--- config.mk ---
export PLATFORM = sky130hd
export DESIGN_NAME = joystick_axis_direction_flat
export DESIGN_NICKNAME = d
export VERILOG_FILES = /design/src/rtl/jad_pkg.sv /design/src/rtl/jad_ifs.sv /design/src/rtl/jad_divider.sv /design/src/rtl/jad_datapath.sv /design/src/rtl/jad_ctrl.sv /design/src/rtl/joystick_axis_direction.sv /design/src/flat_wrapper.sv
export SDC_FILE = /design/constraint.sdc
export NUM_CORES = 1
export LEC_CHECK = 0
export BUFFER_PORTS_ARGS = -buffer_cell sky130_fd_sc_hd__buf_2
export CORE_UTILIZATION = 40
export CTS_CLUSTER_SIZE = 8
export DETAILED_ROUTE_END_ITERATION = 12
export SYNTH_ARGS = -nofsm -noshare
export SYNTH_HDL_FRONTEND = slang
export SYNTH_SLANG_ARGS = --single-unit
--- constraint.sdc ---
create_clock -name clk_i -period 11.65 [get_ports clk_i]
set_input_delay 2.33 -clock clk_i [delete_from_list [all_inputs] [get_ports clk_i]]
set_output_delay 2.33 -clock clk_i [all_outputs]
set_load 0.01 [all_outputs]
--- src/rtl/jad_pkg.sv ---
// Shared types, constants and register map of the joystick axis direction block.
`default_nettype none

package jad_pkg;

  localparam int unsigned SAMPLE_W = 8;
  localparam int unsigned SUM_W    = 12;
  localparam int unsigned COUNT_W  = 4;
  localparam int unsigned PCT_W    = 16;
  localparam int unsigned NUM_W    = 15;
  localparam int unsigned DIV_W    = 16;
  localparam int unsigned DIV_CNT_W = $clog2(DIV_W);
  localparam int unsigned CFG_IDX_W = 3;
  localparam int unsigned CFG_DATA_W = 8;

  localparam logic [NUM_W-1:0] PCT_SCALE = NUM_W'(100);

  localparam logic [CFG_IDX_W-1:0] CFG_DEADZONE        = 3'd0;
  localparam logic [CFG_IDX_W-1:0] CFG_AXIS_MIN        = 3'd1;
  localparam logic [CFG_IDX_W-1:0] CFG_AXIS_MAX        = 3'd2;
  localparam logic [CFG_IDX_W-1:0] CFG_MEASURE_SAMPLES = 3'd3;
  localparam logic [CFG_IDX_W-1:0] CFG_CALIB_SAMPLES   = 3'd4;

  localparam logic [SAMPLE_W-1:0] DEADZONE_RST        = 8'd30;
  localparam logic [SAMPLE_W-1:0] AXIS_MIN_RST        = 8'd115;
  localparam logic [SAMPLE_W-1:0] AXIS_MAX_RST        = 8'd255;
  localparam logic [COUNT_W-1:0]  MEASURE_SAMPLES_RST = 4'd2;
  localparam logic [COUNT_W-1:0]  CALIB_SAMPLES_RST   = 4'd4;

  localparam logic MODE_CALIB   = 1'b0;
  localparam logic MODE_MEASURE = 1'b1;

  typedef enum logic [2:0] {
    DIR_NEUTRAL = 3'd0,
    DIR_UP      = 3'd1,
    DIR_DOWN    = 3'd2,
    DIR_LEFT    = 3'd3,
    DIR_RIGHT   = 3'd4
  } dir_e;

  typedef enum logic [1:0] {
    OP_AVG_X,
    OP_AVG_Y,
    OP_PCT_X,
    OP_PCT_Y
  } op_e;

  typedef enum logic [1:0] {
    ST_IDLE,
    ST_LAUNCH,
    ST_WAIT,
    ST_EMIT
  } ctrl_state_e;

  typedef struct packed {
    logic accept;
    logic start;
    logic capture;
    logic emit;
    op_e  op;
  } cmd_t;

  typedef struct packed {
    logic in_mode;
    logic zero_target;
    logic close;
    logic mode;
    logic div_done;
    logic out_free;
  } sts_t;

endpackage

`default_nettype wire

--- src/rtl/jad_ifs.sv ---
// Handshake channel interfaces for samples, results and register writes.
`default_nettype none

interface jad_sample_if;
  logic       valid;
  logic       ready;
  logic       mode;
  logic [7:0] sample_x;
  logic [7:0] sample_y;

  modport source (output valid, mode, sample_x, sample_y, input ready);
  modport sink   (input valid, mode, sample_x, sample_y, output ready);
endinterface

interface jad_result_if;
  logic               valid;
  logic               ready;
  logic               was_calibration;
  logic [7:0]         avg_x;
  logic [7:0]         avg_y;
  logic signed [15:0] percent_x;
  logic signed [15:0] percent_y;
  logic [2:0]         direction;

  modport source (output valid, was_calibration, avg_x, avg_y, percent_x, percent_y,
                  direction, input ready);
  modport sink   (input valid, was_calibration, avg_x, avg_y, percent_x, percent_y,
                  direction, output ready);
endinterface

interface jad_cfg_if;
  logic       valid;
  logic       ready;
  logic [2:0] index;
  logic [7:0] data;

  modport source (output valid, index, data, input ready);
  modport sink   (input valid, index, data, output ready);
endinterface

`default_nettype wire

--- src/rtl/jad_divider.sv ---
// Restoring unsigned divider, one quotient bit per cycle.
`default_nettype none

module jad_divider (
  input  logic                         clk_i,
  input  logic                         rst_ni,
  input  logic                         start_i,
  input  logic [jad_pkg::DIV_W-1:0]    dividend_i,
  input  logic [jad_pkg::DIV_W-1:0]    divisor_i,
  output logic                         done_o,
  output logic [jad_pkg::DIV_W-1:0]    quotient_o
);

  logic                             busy_q, busy_d;
  logic                             done_q, done_d;
  logic [jad_pkg::DIV_CNT_W-1:0]    cnt_q, cnt_d;
  logic [jad_pkg::DIV_W-1:0]        rem_q, rem_d;
  logic [jad_pkg::DIV_W-1:0]        quo_q, quo_d;
  logic [jad_pkg::DIV_W-1:0]        div_q, div_d;
  logic [jad_pkg::DIV_W:0]          rem_shift;
  logic [jad_pkg::DIV_W:0]          diff;
  logic                             fits;

  assign rem_shift = {rem_q, quo_q[jad_pkg::DIV_W-1]};
  assign fits      = rem_shift >= {1'b0, div_q};
  assign diff      = rem_shift - {1'b0, div_q};

  always_comb begin
    busy_d = busy_q;
    done_d = 1'b0;
    cnt_d  = cnt_q;
    rem_d  = rem_q;
    quo_d  = quo_q;
    div_d  = div_q;
    if (start_i) begin
      busy_d = 1'b1;
      cnt_d  = '0;
      rem_d  = '0;
      quo_d  = dividend_i;
      div_d  = divisor_i;
    end else if (busy_q) begin
      rem_d = fits ? diff[jad_pkg::DIV_W-1:0] : rem_shift[jad_pkg::DIV_W-1:0];
      quo_d = {quo_q[jad_pkg::DIV_W-2:0], fits};
      cnt_d = cnt_q + 1'b1;
      if (cnt_q == jad_pkg::DIV_CNT_W'(jad_pkg::DIV_W - 1)) begin
        busy_d = 1'b0;
        done_d = 1'b1;
      end
    end
  end

  always_ff @(posedge clk_i or negedge rst_ni) begin
    if (!rst_ni) begin
      busy_q <= 1'b0;
      done_q <= 1'b0;
      cnt_q  <= '0;
    end else begin
      busy_q <= busy_d;
      done_q <= done_d;
      cnt_q  <= cnt_d;
    end
  end

  always_ff @(posedge clk_i) begin
    rem_q <= rem_d;
    quo_q <= quo_d;
    div_q <= div_d;
  end

  assign done_o     = done_q;
  assign quotient_o = quo_q;

endmodule

`default_nettype wire

--- src/rtl/jad_datapath.sv ---
// Datapath: registers, sample accumulation, scaling operands, direction and output register.
`default_nettype none

module jad_datapath (
  input  logic                              clk_i,
  input  logic                              rst_ni,
  input  jad_pkg::cmd_t                     cmd_i,
  output jad_pkg::sts_t                     sts_o,
  input  logic                              in_mode_i,
  input  logic [jad_pkg::SAMPLE_W-1:0]      in_x_i,
  input  logic [jad_pkg::SAMPLE_W-1:0]      in_y_i,
  input  logic                              cfg_we_i,
  input  logic [jad_pkg::CFG_IDX_W-1:0]     cfg_index_i,
  input  logic [jad_pkg::CFG_DATA_W-1:0]    cfg_data_i,
  output logic                              out_valid_o,
  input  logic                              out_ready_i,
  output logic                              out_cal_o,
  output logic [jad_pkg::SAMPLE_W-1:0]      out_avg_x_o,
  output logic [jad_pkg::SAMPLE_W-1:0]      out_avg_y_o,
  output logic signed [jad_pkg::PCT_W-1:0]  out_pct_x_o,
  output logic signed [jad_pkg::PCT_W-1:0]  out_pct_y_o,
  output logic [2:0]                        out_dir_o
);

  logic [jad_pkg::SAMPLE_W-1:0] deadzone_q, axis_min_q, axis_max_q;
  logic [jad_pkg::COUNT_W-1:0]  meas_cnt_q, cal_cnt_q;

  logic [jad_pkg::SUM_W-1:0]    sum_x_q, sum_y_q;
  logic [jad_pkg::COUNT_W-1:0]  count_q;
  logic                         group_mode_q;
  logic [jad_pkg::SAMPLE_W-1:0] zero_x_q, zero_y_q;

  logic                         mode_q;
  logic [jad_pkg::SUM_W-1:0]    lat_x_q, lat_y_q;
  logic [jad_pkg::COUNT_W-1:0]  lat_cnt_q;
  logic [jad_pkg::SAMPLE_W-1:0] avg_x_q, avg_y_q;
  logic signed [jad_pkg::PCT_W-1:0] pct_x_q, pct_y_q;

  logic                         out_valid_q;
  logic                         out_cal_q;
  logic [jad_pkg::SAMPLE_W-1:0] out_avg_x_q, out_avg_y_q;
  logic signed [jad_pkg::PCT_W-1:0] out_pct_x_q, out_pct_y_q;
  jad_pkg::dir_e                out_dir_q;

  logic [jad_pkg::COUNT_W-1:0]  target;
  logic                         zero_target;
  logic                         restart;
  logic [jad_pkg::SUM_W-1:0]    nsum_x, nsum_y;
  logic [jad_pkg::COUNT_W-1:0]  ncnt;
  logic                         close;

  logic [jad_pkg::SAMPLE_W-1:0] sc_val, sc_zero, mag;
  logic                         ge;
  logic [jad_pkg::NUM_W-1:0]    num;
  logic [jad_pkg::DIV_W-1:0]    den;
  logic [jad_pkg::DIV_W-1:0]    dividend, divisor;
  logic                         div_done;
  logic [jad_pkg::DIV_W-1:0]    quotient;
  logic signed [jad_pkg::PCT_W-1:0] pct_res;

  logic signed [jad_pkg::PCT_W:0] cx, cy, ay, dz;
  jad_pkg::dir_e                dir;

  // Accumulation of the incoming sample
  assign target      = in_mode_i ? meas_cnt_q : cal_cnt_q;
  assign zero_target = target == '0;
  assign restart     = (count_q != '0) && (group_mode_q != in_mode_i);
  assign nsum_x      = (restart ? '0 : sum_x_q) + jad_pkg::SUM_W'(in_x_i);
  assign nsum_y      = (restart ? '0 : sum_y_q) + jad_pkg::SUM_W'(in_y_i);
  assign ncnt        = (restart ? '0 : count_q) + 1'b1;
  assign close       = !zero_target && !(ncnt < target);

  // Scaling operands for the axis in work
  assign sc_val  = (cmd_i.op == jad_pkg::OP_PCT_Y) ? avg_y_q : avg_x_q;
  assign sc_zero = (cmd_i.op == jad_pkg::OP_PCT_Y) ? zero_y_q : zero_x_q;
  assign ge      = sc_val >= sc_zero;
  assign mag     = ge ? (sc_val - sc_zero) : (sc_zero - sc_val);
  assign num     = jad_pkg::NUM_W'(mag) * jad_pkg::PCT_SCALE;
  assign den     = ge ? (jad_pkg::DIV_W'(axis_max_q) - jad_pkg::DIV_W'(sc_zero))
                      : (jad_pkg::DIV_W'(sc_zero) - jad_pkg::DIV_W'(axis_min_q));

  always_comb begin
    unique case (cmd_i.op)
      jad_pkg::OP_AVG_X: begin
        dividend = jad_pkg::DIV_W'(lat_x_q);
        divisor  = jad_pkg::DIV_W'(lat_cnt_q);
      end
      jad_pkg::OP_AVG_Y: begin
        dividend = jad_pkg::DIV_W'(lat_y_q);
        divisor  = jad_pkg::DIV_W'(lat_cnt_q);
      end
      default: begin
        dividend = jad_pkg::DIV_W'(num);
        divisor  = den;
      end
    endcase
  end

  always_comb begin
    if (den == '0) begin
      pct_res = '0;
    end else if (ge) begin
      pct_res = quotient;
    end else begin
      pct_res = -quotient;
    end
  end

  jad_divider u_divider (
    .clk_i      (clk_i),
    .rst_ni     (rst_ni),
    .start_i    (cmd_i.start),
    .dividend_i (dividend),
    .divisor_i  (divisor),
    .done_o     (div_done),
    .quotient_o (quotient)
  );

  // Direction with deadzone, X wins ties
  assign cx = {pct_x_q[jad_pkg::PCT_W-1], pct_x_q};
  assign cy = {pct_y_q[jad_pkg::PCT_W-1], pct_y_q};
  assign ay = (cy < 0) ? -cy : cy;
  assign dz = $signed({{(jad_pkg::PCT_W + 1 - jad_pkg::SAMPLE_W){1'b0}}, deadzone_q});

  always_comb begin
    priority if (cx > dz && cx >= ay) begin
      dir = jad_pkg::DIR_RIGHT;
    end else if (cx < -dz && -cx >= ay) begin
      dir = jad_pkg::DIR_LEFT;
    end else if (cy > dz) begin
      dir = jad_pkg::DIR_UP;
    end else if (cy < -dz) begin
      dir = jad_pkg::DIR_DOWN;
    end else begin
      dir = jad_pkg::DIR_NEUTRAL;
    end
  end

  // Configuration registers
  always_ff @(posedge clk_i or negedge rst_ni) begin
    if (!rst_ni) begin
      deadzone_q <= jad_pkg::DEADZONE_RST;
      axis_min_q <= jad_pkg::AXIS_MIN_RST;
      axis_max_q <= jad_pkg::AXIS_MAX_RST;
      meas_cnt_q <= jad_pkg::MEASURE_SAMPLES_RST;
      cal_cnt_q  <= jad_pkg::CALIB_SAMPLES_RST;
    end else if (cfg_we_i) begin
      case (cfg_index_i)
        jad_pkg::CFG_DEADZONE:        deadzone_q <= cfg_data_i;
        jad_pkg::CFG_AXIS_MIN:        axis_min_q <= cfg_data_i;
        jad_pkg::CFG_AXIS_MAX:        axis_max_q <= cfg_data_i;
        jad_pkg::CFG_MEASURE_SAMPLES: meas_cnt_q <= cfg_data_i[jad_pkg::COUNT_W-1:0];
        jad_pkg::CFG_CALIB_SAMPLES:   cal_cnt_q  <= cfg_data_i[jad_pkg::COUNT_W-1:0];
        default: ;
      endcase
    end
  end

  // Group accumulation and zero points
  always_ff @(posedge clk_i or negedge rst_ni) begin
    if (!rst_ni) begin
      sum_x_q      <= '0;
      sum_y_q      <= '0;
      count_q      <= '0;
      group_mode_q <= jad_pkg::MODE_CALIB;
      zero_x_q     <= '0;
      zero_y_q     <= '0;
    end else begin
      if (cmd_i.accept) begin
        group_mode_q <= in_mode_i;
        if (zero_target || close) begin
          sum_x_q <= '0;
          sum_y_q <= '0;
          count_q <= '0;
        end else begin
          sum_x_q <= nsum_x;
          sum_y_q <= nsum_y;
          count_q <= ncnt;
        end
      end
      if (cmd_i.emit && mode_q == jad_pkg::MODE_CALIB) begin
        zero_x_q <= avg_x_q;
        zero_y_q <= avg_y_q;
      end
    end
  end

  // Working registers of the closed group
  always_ff @(posedge clk_i) begin
    if (cmd_i.accept) begin
      mode_q    <= in_mode_i;
      lat_x_q   <= nsum_x;
      lat_y_q   <= nsum_y;
      lat_cnt_q <= ncnt;
      if (zero_target) begin
        avg_x_q <= '0;
        avg_y_q <= '0;
      end
    end
    if (cmd_i.capture) begin
      unique case (cmd_i.op)
        jad_pkg::OP_AVG_X: avg_x_q <= quotient[jad_pkg::SAMPLE_W-1:0];
        jad_pkg::OP_AVG_Y: avg_y_q <= quotient[jad_pkg::SAMPLE_W-1:0];
        jad_pkg::OP_PCT_X: pct_x_q <= pct_res;
        jad_pkg::OP_PCT_Y: pct_y_q <= pct_res;
      endcase
    end
  end

  // Output register
  always_ff @(posedge clk_i or negedge rst_ni) begin
    if (!rst_ni) begin
      out_valid_q <= 1'b0;
    end else if (cmd_i.emit) begin
      out_valid_q <= 1'b1;
    end else if (out_ready_i) begin
      out_valid_q <= 1'b0;
    end
  end

  always_ff @(posedge clk_i) begin
    if (cmd_i.emit) begin
      out_cal_q   <= (mode_q == jad_pkg::MODE_CALIB);
      out_avg_x_q <= avg_x_q;
      out_avg_y_q <= avg_y_q;
      out_pct_x_q <= (mode_q == jad_pkg::MODE_MEASURE) ? pct_x_q : '0;
      out_pct_y_q <= (mode_q == jad_pkg::MODE_MEASURE) ? pct_y_q : '0;
      out_dir_q   <= (mode_q == jad_pkg::MODE_MEASURE) ? dir : jad_pkg::DIR_NEUTRAL;
    end
  end

  assign sts_o.in_mode     = in_mode_i;
  assign sts_o.zero_target = zero_target;
  assign sts_o.close       = close;
  assign sts_o.mode        = mode_q;
  assign sts_o.div_done    = div_done;
  assign sts_o.out_free    = !out_valid_q || out_ready_i;

  assign out_valid_o = out_valid_q;
  assign out_cal_o   = out_cal_q;
  assign out_avg_x_o = out_avg_x_q;
  assign out_avg_y_o = out_avg_y_q;
  assign out_pct_x_o = out_pct_x_q;
  assign out_pct_y_o = out_pct_y_q;
  assign out_dir_o   = out_dir_q;

endmodule

`default_nettype wire

--- src/rtl/jad_ctrl.sv ---
// Controller state machine sequencing accumulation, divisions and result hand-off.
`default_nettype none

module jad_ctrl (
  input  logic          clk_i,
  input  logic          rst_ni,
  input  logic          in_valid_i,
  output logic          in_ready_o,
  input  jad_pkg::sts_t sts_i,
  output jad_pkg::cmd_t cmd_o
);

  jad_pkg::ctrl_state_e state_q, state_d;
  jad_pkg::op_e         op_q, op_d;

  always_ff @(posedge clk_i or negedge rst_ni) begin
    if (!rst_ni) begin
      state_q <= jad_pkg::ST_IDLE;
      op_q    <= jad_pkg::OP_AVG_X;
    end else begin
      state_q <= state_d;
      op_q    <= op_d;
    end
  end

  always_comb begin
    state_d       = state_q;
    op_d          = op_q;
    in_ready_o    = 1'b0;
    cmd_o.accept  = 1'b0;
    cmd_o.start   = 1'b0;
    cmd_o.capture = 1'b0;
    cmd_o.emit    = 1'b0;
    cmd_o.op      = op_q;
    unique case (state_q)
      jad_pkg::ST_IDLE: begin
        in_ready_o = 1'b1;
        if (in_valid_i) begin
          cmd_o.accept = 1'b1;
          if (sts_i.zero_target) begin
            if (sts_i.in_mode == jad_pkg::MODE_MEASURE) begin
              op_d    = jad_pkg::OP_PCT_X;
              state_d = jad_pkg::ST_LAUNCH;
            end else begin
              state_d = jad_pkg::ST_EMIT;
            end
          end else if (sts_i.close) begin
            op_d    = jad_pkg::OP_AVG_X;
            state_d = jad_pkg::ST_LAUNCH;
          end
        end
      end
      jad_pkg::ST_LAUNCH: begin
        cmd_o.start = 1'b1;
        state_d     = jad_pkg::ST_WAIT;
      end
      jad_pkg::ST_WAIT: begin
        if (sts_i.div_done) begin
          cmd_o.capture = 1'b1;
          unique case (op_q)
            jad_pkg::OP_AVG_X: begin
              op_d    = jad_pkg::OP_AVG_Y;
              state_d = jad_pkg::ST_LAUNCH;
            end
            jad_pkg::OP_AVG_Y: begin
              if (sts_i.mode == jad_pkg::MODE_MEASURE) begin
                op_d    = jad_pkg::OP_PCT_X;
                state_d = jad_pkg::ST_LAUNCH;
              end else begin
                state_d = jad_pkg::ST_EMIT;
              end
            end
            jad_pkg::OP_PCT_X: begin
              op_d    = jad_pkg::OP_PCT_Y;
              state_d = jad_pkg::ST_LAUNCH;
            end
            jad_pkg::OP_PCT_Y: begin
              state_d = jad_pkg::ST_EMIT;
            end
          endcase
        end
      end
      jad_pkg::ST_EMIT: begin
        if (sts_i.out_free) begin
          cmd_o.emit = 1'b1;
          state_d    = jad_pkg::ST_IDLE;
        end
      end
    endcase
  end

endmodule

`default_nettype wire

--- src/rtl/joystick_axis_direction.sv ---
// Top level: one shared divider runs twice for the averages of a closing sample
// and, for a closing measurement sample, twice more for the percents.
// A zero sample count skips the averages. The output register holds one result.
// Reset (rst_ni low, asynchronous) restores register defaults and clears sums and zeros.
`default_nettype none

module joystick_axis_direction (
  input  logic         clk_i,
  input  logic         rst_ni,
  jad_sample_if.sink   sample_i,
  jad_result_if.source result_o,
  jad_cfg_if.sink      cfg_i
);

  jad_pkg::cmd_t cmd;
  jad_pkg::sts_t sts;
  logic          in_ready;

  assign sample_i.ready = in_ready;
  assign cfg_i.ready    = 1'b1;

  jad_ctrl u_ctrl (
    .clk_i      (clk_i),
    .rst_ni     (rst_ni),
    .in_valid_i (sample_i.valid),
    .in_ready_o (in_ready),
    .sts_i      (sts),
    .cmd_o      (cmd)
  );

  jad_datapath u_datapath (
    .clk_i       (clk_i),
    .rst_ni      (rst_ni),
    .cmd_i       (cmd),
    .sts_o       (sts),
    .in_mode_i   (sample_i.mode),
    .in_x_i      (sample_i.sample_x),
    .in_y_i      (sample_i.sample_y),
    .cfg_we_i    (cfg_i.valid),
    .cfg_index_i (cfg_i.index),
    .cfg_data_i  (cfg_i.data),
    .out_valid_o (result_o.valid),
    .out_ready_i (result_o.ready),
    .out_cal_o   (result_o.was_calibration),
    .out_avg_x_o (result_o.avg_x),
    .out_avg_y_o (result_o.avg_y),
    .out_pct_x_o (result_o.percent_x),
    .out_pct_y_o (result_o.percent_y),
    .out_dir_o   (result_o.direction)
  );

endmodule

`default_nettype wire

--- src/flat_wrapper.sv ---
// flat-port wrapper written by rule: the top's interface ports become plain ports
module joystick_axis_direction_flat 
  (clk_i, rst_ni, sample_i_valid, sample_i_mode, sample_i_sample_x, sample_i_sample_y, sample_i_ready, result_o_valid, result_o_was_calibration, result_o_avg_x, result_o_avg_y, result_o_percent_x, result_o_percent_y, result_o_direction, result_o_ready, cfg_i_valid, cfg_i_index, cfg_i_data, cfg_i_ready);
  jad_sample_if sample_i_i ();
  jad_result_if result_o_i ();
  jad_cfg_if cfg_i_i ();
  input  logic clk_i;
  input  logic rst_ni;
  input wire logic [$bits(sample_i_i.valid)-1:0] sample_i_valid;
  input wire logic [$bits(sample_i_i.mode)-1:0] sample_i_mode;
  input wire logic [$bits(sample_i_i.sample_x)-1:0] sample_i_sample_x;
  input wire logic [$bits(sample_i_i.sample_y)-1:0] sample_i_sample_y;
  output wire logic [$bits(sample_i_i.ready)-1:0] sample_i_ready;
  output wire logic [$bits(result_o_i.valid)-1:0] result_o_valid;
  output wire logic [$bits(result_o_i.was_calibration)-1:0] result_o_was_calibration;
  output wire logic [$bits(result_o_i.avg_x)-1:0] result_o_avg_x;
  output wire logic [$bits(result_o_i.avg_y)-1:0] result_o_avg_y;
  output wire logic [$bits(result_o_i.percent_x)-1:0] result_o_percent_x;
  output wire logic [$bits(result_o_i.percent_y)-1:0] result_o_percent_y;
  output wire logic [$bits(result_o_i.direction)-1:0] result_o_direction;
  input wire logic [$bits(result_o_i.ready)-1:0] result_o_ready;
  input wire logic [$bits(cfg_i_i.valid)-1:0] cfg_i_valid;
  input wire logic [$bits(cfg_i_i.index)-1:0] cfg_i_index;
  input wire logic [$bits(cfg_i_i.data)-1:0] cfg_i_data;
  output wire logic [$bits(cfg_i_i.ready)-1:0] cfg_i_ready;
  assign sample_i_i.valid = sample_i_valid;
  assign sample_i_i.mode = sample_i_mode;
  assign sample_i_i.sample_x = sample_i_sample_x;
  assign sample_i_i.sample_y = sample_i_sample_y;
  assign sample_i_ready = sample_i_i.ready;
  assign result_o_valid = result_o_i.valid;
  assign result_o_was_calibration = result_o_i.was_calibration;
  assign result_o_avg_x = result_o_i.avg_x;
  assign result_o_avg_y = result_o_i.avg_y;
  assign result_o_percent_x = result_o_i.percent_x;
  assign result_o_percent_y = result_o_i.percent_y;
  assign result_o_direction = result_o_i.direction;
  assign result_o_i.ready = result_o_ready;
  assign cfg_i_i.valid = cfg_i_valid;
  assign cfg_i_i.index = cfg_i_index;
  assign cfg_i_i.data = cfg_i_data;
  assign cfg_i_ready = cfg_i_i.ready;
  joystick_axis_direction u_core (.clk_i(clk_i), .rst_ni(rst_ni), .sample_i(sample_i_i), .result_o(result_o_i), .cfg_i(cfg_i_i));
endmodule
==> After elaboration in Yosys (flattened, before gate mapping) <==
Index checks and enable logic that the tools add are counted.
{ "op_classes": {"div_mod_pow": 0, "n_eq_ne": 19, "shifts": 0, "reduce_logical": 31, "n_addsub": 13, "order_cmp": 10, "n_mux": 66, "bitwise": 1, "mul": 1} }
{ "ops": {"columns": ["cell", "count"], "rows": [
  ["$mux 16", 6],
  ["$mux 8", 11],
  ["$mux 12", 4],
  ["$lt 16x17->1", 2],
  ["$neg 16->17", 2],
  ["$gt 16x9->1", 2],
  ["$mux 2", 16],
  ["$pmux 15 s2", 1],
  ["$add 12x8->12", 2],
  ["$mux 4", 6],
  ["$sub 8x8->9", 2],
  ["$ge 16x17->1", 1],
  ["$ge 17x16->1", 1],
  ["$ge 17x17->1", 1],
  ["$mux 17", 1],
  ["$neg 8->17", 1],
  ["$logic_not 16->1", 1],
  ["$lt 16x1->1 const B", 1],
  ["$mux 1", 16],
  ["$neg 16->16", 1],
  ["$sub 16x16->16", 1],
  ["$sub 8x8->8", 2],
  ["$reduce_and 2->1", 7],
  ["$mul 8x5->13 const B", 1],
  ["other kinds (30)", 52]
]} }
{ "word_totals": {"ramBits": 0, "reg_bits": 265, "inputBits": 33, "latch_bits": 0, "n_memories": 0, "rom_bits": 0} }

==> Longest topological paths before layout <==
{ "depth": {"ltp_word": 11, "depth_mapped": 28, "mapped_depth_nobuf": 25} }

==> By module <==
Synthesis repeated with hierarchy kept, for this count alone.
{ "hier_totals": {"hier_cells": 1698, "hier_area_um2": 17331.6} }
{ "by_module_without_submodules": {"columns": ["mod", "n_inst", "area_per_inst_um2", "cells_each"], "rows": [
  ["jad_datapath", 1, 14066.0, 1392],
  ["jad_divider", 1, 2929.1, 265],
  ["jad_ctrl", 1, 325.3, 39],
  ["joystick_axis_direction", 1, 11.3, 2]
]} }

==> Worst setup path after synthesis <==
No wires, ideal clock.
{ "synth_timing": {"path_type": "register to register", "from": "reg u_core.u_ctrl.op_q[0]", "to": "reg u_core.u_datapath.u_divider.quo_q (netlist bit u_core.u_datapath.u_divider.quotient_o[14]), data pin", "path_stages_with_launch": 28, "t_arrival_ns": 5.869, "path_buffers": 3, "synth_period_minus_slack_ns": 6.136, "setup_slack_ns": 5.514, "required_time_ns": 11.384, "path_cell_list": "dfrtp_1 > ha_1 > buf_6 > mux2i_1 > inv_1 > fa_1 > a21bo_2 > a311oi_1 > o21ai_1 > a31oi_4 > buf_4 > buf_2 > mux2i_1 > xnor2_1 > ha_1 > ha_1 > inv_1 > fa_1 > inv_1 > ha_1 > a21o_1 > a21oi_1 > o21bai_1 > a21oi_1 > o21bai_1 > a21oi_1 > xor2_1 > o31ai_1"} }
{ "synth_between": {"elab_chain_cells": 7} }
{ "synth_lines": {"columns": ["element", "line_no", "text"], "rows": [
  ["start: declaration", "jad_ctrl.sv:14", "jad_pkg::op_e op_q, op_d;"],
  ["start signal: assignment", "jad_ctrl.sv:19", "op_q <= jad_pkg::OP_AVG_X;"],
  ["start signal: assignment", "jad_ctrl.sv:22", "op_q <= op_d;"],
  ["$eq 2x2->1", "jad_datapath.sv:74, jad_datapath.sv:75", null],
  ["$mux 8 (on tied branches)", "jad_datapath.sv:75, jad_datapath.sv:74", null],
  ["$sub 8x8->8 / $ge 8x8->1 (equally long branches)", "jad_datapath.sv:77, jad_datapath.sv:76", null],
  ["$mux 8", "jad_datapath.sv:77", "assign mag = ge ? (sc_val - sc_zero) : (sc_zero - sc_val);"],
  ["$mul 8x5->13", "jad_datapath.sv:78", "assign num = jad_pkg::NUM_W'(mag) * jad_pkg::PCT_SCALE;"],
  ["$pmux 15 s2 *", "jad_datapath.sv:83", "unique case (cmd_i.op)"],
  ["$mux 16 *", "jad_divider.sv:35", "if (start_i) begin"],
  ["via u_core.u_datapath.u_divider.quo_d, one bit", "jad_divider.sv:18", "logic [jad_pkg::DIV_W-1:0] quo_q, quo_d;"],
  ["end signal: assignment", "jad_divider.sv:66", "quo_q <= quo_d;"],
  ["end: declaration", "jad_divider.sv:18", null]
]} }
The timed path passes the listed nets; every way through them passes the cells marked *.
A chain may end at the register's enable or synchronous reset.

==> Final worst setup path <==
Ends and elaborated chain as after synthesis.

==> flow_metrics.env <==
export IMPL_drt_total_wl_um=42600
export IMPL_finClkSkew_ns=0.0224
export IMPL_report_final_slew_viol_count=0
export IMPL_avgSynthCellArea_um2=10.2
export IMPL_cp_end_kind="register"
export IMPL_crit_type="reg2reg"
export IMPL_start_util=0.409
export IMPL_async_reset_ff_frac=0.341
export IMPL_cts_hold_buf=0
export IMPL_area_growth_syn_to_layout_pct=12.6
export IMPL_slew_limit_headroom=0.277
export IMPL_clkSlewWorstSetupHoldPaths_ns=0.05
export IMPL_synth_edf_count=138
export IMPL_status="finished clean"
export IMPL_yosys_area_share_adder=0.147
export IMPL_grt_pass1_vias=12400
export IMPL_worstHoldPathCells=2
export IMPL_crit_chain="ha_1 > mux2i_2 > ha_1 > a311oi_1 > o21ai_1 > a31oi_4 > mux2i_1 > a21oi_1 > xnor2_1 > ha_1 > ha_1 > inv_1 > fa_1 > inv_1 > ha_1 > a21oi_1 > o21bai_1 > a21oi_1 > o21bai_1 > a21oi_1 > xor2_1 > o31ai_1"
export IMPL_cp_arrival_ns=7.73
export IMPL_drc=0
export IMPL_cts_buffers=39
export IMPL_n_antenna_cell=0
export IMPL_cts_root_buf="clkbuf_16"
export IMPL_fmax_ghz=0.134
export IMPL_start_kind="register"
export IMPL_r2r_start="u_core.u_ctrl.op_q[0]"
export IMPL_worst_pin_slew_ns=1.08
export IMPL_gp_congestion=0.884
export IMPL_holdCritStartpoint="u_core.u_datapath.sum_x_q[5]"
export IMPL_crit_family="adder cells"
export IMPL_drtIter0Drc=664
export IMPL_nNetsFinal=1959
export IMPL_grt_pass1_wl_um=67700
export IMPL_setup_violations=0
export IMPL_fp_row_count=74
export IMPL_rsz0062_at_grt="false"
export IMPL_final_layout_size_suffix_gt1_frac=0.139
export IMPL_syn_inst=1646
export IMPL_drt_pass1_iterations=5
export IMPL_synth_compound_area_share=0.145
export IMPL_min_path_type="reg2reg"
export IMPL_die_y_um=207
export IMPL_grt_max_degree=71
export IMPL_dpl_hpwl_um=31900
export IMPL_synth_main_ff_cell="edfxtp_1"
export IMPL_synth_top_family_by_area="adder cells"
export IMPL_grt_use_total=0.200
export IMPL_synthSimpleGateAreaFrac=0.146
export IMPL_r2r_cells=22
export IMPL_yosysWarnings=0
export IMPL_vias=12582
export IMPL_finalSetupTns_ns=0
export IMPL_antenna_found_initial=1
export IMPL_drtAntennaViolNets=0
export IMPL_worstPathRequired_ns=11.91
export IMPL_synth_top_area_frac=0.246
export IMPL_portBuffers=86
export IMPL_io_pins=88
export IMPL_htree_num_levels=2
export IMPL_yosys_register_bits=258
export IMPL_cts_setup_buffers=0
export IMPL_crit_fanout=36
export IMPL_yosysTopAreaCell="edfxtp_1"
export IMPL_cts_tree="done"
export IMPL_synthTopCellsByArea="edfxtp_1 25%, ha_1 13%, dfrtp_1 10%, dfxtp_1 3.8%, nand2_1 3.5%"
export IMPL_cpMostUsedCell="ha_1"
export IMPL_post_cts_resized=0
export IMPL_period_needed_ns=7.47
export IMPL_slowest_stage="a31oi_4"
export IMPL_synthXorXnorAreaFrac=0.0542
export IMPL_synth_seq_area_share=0.416
export IMPL_die_area_mm2=0.0429
export IMPL_hold_violations=0
export IMPL_yosysUniqueCellTypes=86
export IMPL_crit_buf_inv=2
export IMPL_finalCritPeriodShare=0.641
export IMPL_cts_sinks=258
export IMPL_r2r_setup_slack_ns=4.18
export IMPL_max_cap_violations=0
export IMPL_critPathMaxStageDelay_ns=0.90
export IMPL_via_per_inst=5.48
export IMPL_reg2reg_to="u_core.u_datapath.u_divider.quotient_o[14]"
export IMPL_muxShareOfSynthArea=0.0536
export IMPL_hold_end="u_core.u_datapath.sum_x_q[5]"
export IMPL_placeableCoreArea_mm2=0.0412
export IMPL_globalRoute_totalOverflow=0
export IMPL_clkLatencyLatePin_ns=0.54
export IMPL_wire_per_inst_um=18.6
export IMPL_syn_area_mm2=0.0168
export IMPL_cts_path_max_buffers=3
export IMPL_dieWidth_um=207
## layout by cell type, fill, tap and decap left out, drive strengths merged, types with 10 or more instances in the layout
cell | Yosys | routed
dfxtp | 32 | 32
xor2 | 42 | 42
nand3 | 22 | 22
o21bai | 12 | 12
nand2 | 156 | 156
dfrtp | 69 | 69
a31oi | 16 | 16
mux2i | 38 | 38
dfstp | 19 | 19
nand4 | 18 | 18
o21a | 16 | 16
nor4 | 13 | 13
o211ai | 10 | 10
mux2 | 45 | 45
nand2b | 15 | 15
o31ai | 20 | 20
fa | 10 | 10
nor2 | 113 | 113
ha | 181 | 181
nor3 | 33 | 33
buf | 13 | 99
edfxtp | 138 | 138
a21o | 25 | 25
o21ai | 89 | 89
a21oi | 60 | 60
clkbuf | 40 | 66
nor2b | 25 | 25
and2 | 64 | 64
a22o | 22 | 22
xnor2 | 60 | 60
inv | 101 | 102
## registers in the layout (all words and copies together) (netlist names), 12 cells and up
| name | cells |
|---|---|
| u_core.u_datapath.u_divider.quotient_o | 16 |
| u_core.u_datapath.lat_y_q | 12 |
| u_core.u_datapath.pct_x_q | 16 |
| u_core.u_datapath.out_pct_y_o | 16 |
| u_core.u_datapath.out_pct_x_o | 16 |
| u_core.u_datapath.u_divider.rem_q | 16 |
| u_core.u_datapath.sum_x_q | 12 |
| u_core.u_datapath.pct_y_q | 16 |
| u_core.u_datapath.lat_x_q | 12 |
| u_core.u_datapath.sum_y_q | 12 |
## per-stage QoR
stage	setup slack [ns]	util	hold WS [ns]	instance area, um^2	instances
floorplan	5.51	-	0.430	16800	1648
global placement	4.33	0.433	0.444	17800	2226
detailed placement	4.21	0.433	0.455	17800	2226
CTS	4.18	0.460	0.467	19000	2296
global route	3.55	0.460	0.484	19000	2296
finish	4.18	0.460	0.461	19000	2296
## Yosys cell counts, types with 40 or more instances
library cell,number
edfxtp_1,138
xnor2_1,59
ha_1,181
dfrtp_1,69
inv_1,100
o21ai_0,84
and2_1,64
nor2_1,103
nand2_1,156
mux2_2,43
xor2_1,42
a21oi_1,60
clkbuf_1,40
## how the worst max path moves through the flow
stage                                      from                                    endpoint  slack [ns]  depth (start not counted)
after detailed placement  u_core.u_ctrl.op_q[0]  u_core.u_datapath.u_divider.quotient_o[14]        4.21                         22
after global placement    u_core.u_ctrl.op_q[0]  u_core.u_datapath.u_divider.quotient_o[14]        4.33                         22
final                     u_core.u_ctrl.op_q[0]  u_core.u_datapath.u_divider.quotient_o[14]        4.18                         22
after global routing      u_core.u_ctrl.op_q[0]  u_core.u_datapath.u_divider.quotient_o[14]        3.55                         24
after CTS                 u_core.u_ctrl.op_q[0]  u_core.u_datapath.u_divider.quotient_o[14]        4.18                         22
after floorplan           u_core.u_ctrl.op_q[0]  u_core.u_datapath.u_divider.quotient_o[14]        5.51                         27
## tightest hold or removal path, cell delays in order (launching register included)
cell,delay (ns)
dfrtp_1,0.33
nand2_1,0.05
nand2_1,0.05
## final cells by class
class	instances	area, um^2
fillers	3881	22200
multi-input cells	1235	9240
flip-flops and latches	258	7010
well taps	532	666
clock inverters	4	23.8
clock buffers	66	1100
repair buffers	99	531
inverters	102	383
## cells by family after synthesis
logic type                 count (synthesis)
DFF                                      258
muxes                                     83
and+or+nand+nor                          499
buffers and inverters                    155
AOI/OAI and AO/OA                        356
xor gates and xnor gates                 102
adders and majority gates                192
other                                      1
## layer usage
| metal | global-route usage | vias to the layer above | wire (um) |
|---|---|---|---|
| met5 | 0 | - | 0 |
| met1 | 0.266 | 6104 | 19900 |
| met4 | 0.0677 | 0 | 1180 |
| met3 | 0.0279 | 76 | 1610 |
| met2 | 0.332 | 242 | 19900 |
| li1 | - | 6160 | - |
Power is left out: the tool's default activity adds up to more than one toggle a clock period on the data nets, which glitch-free logic cannot reach.
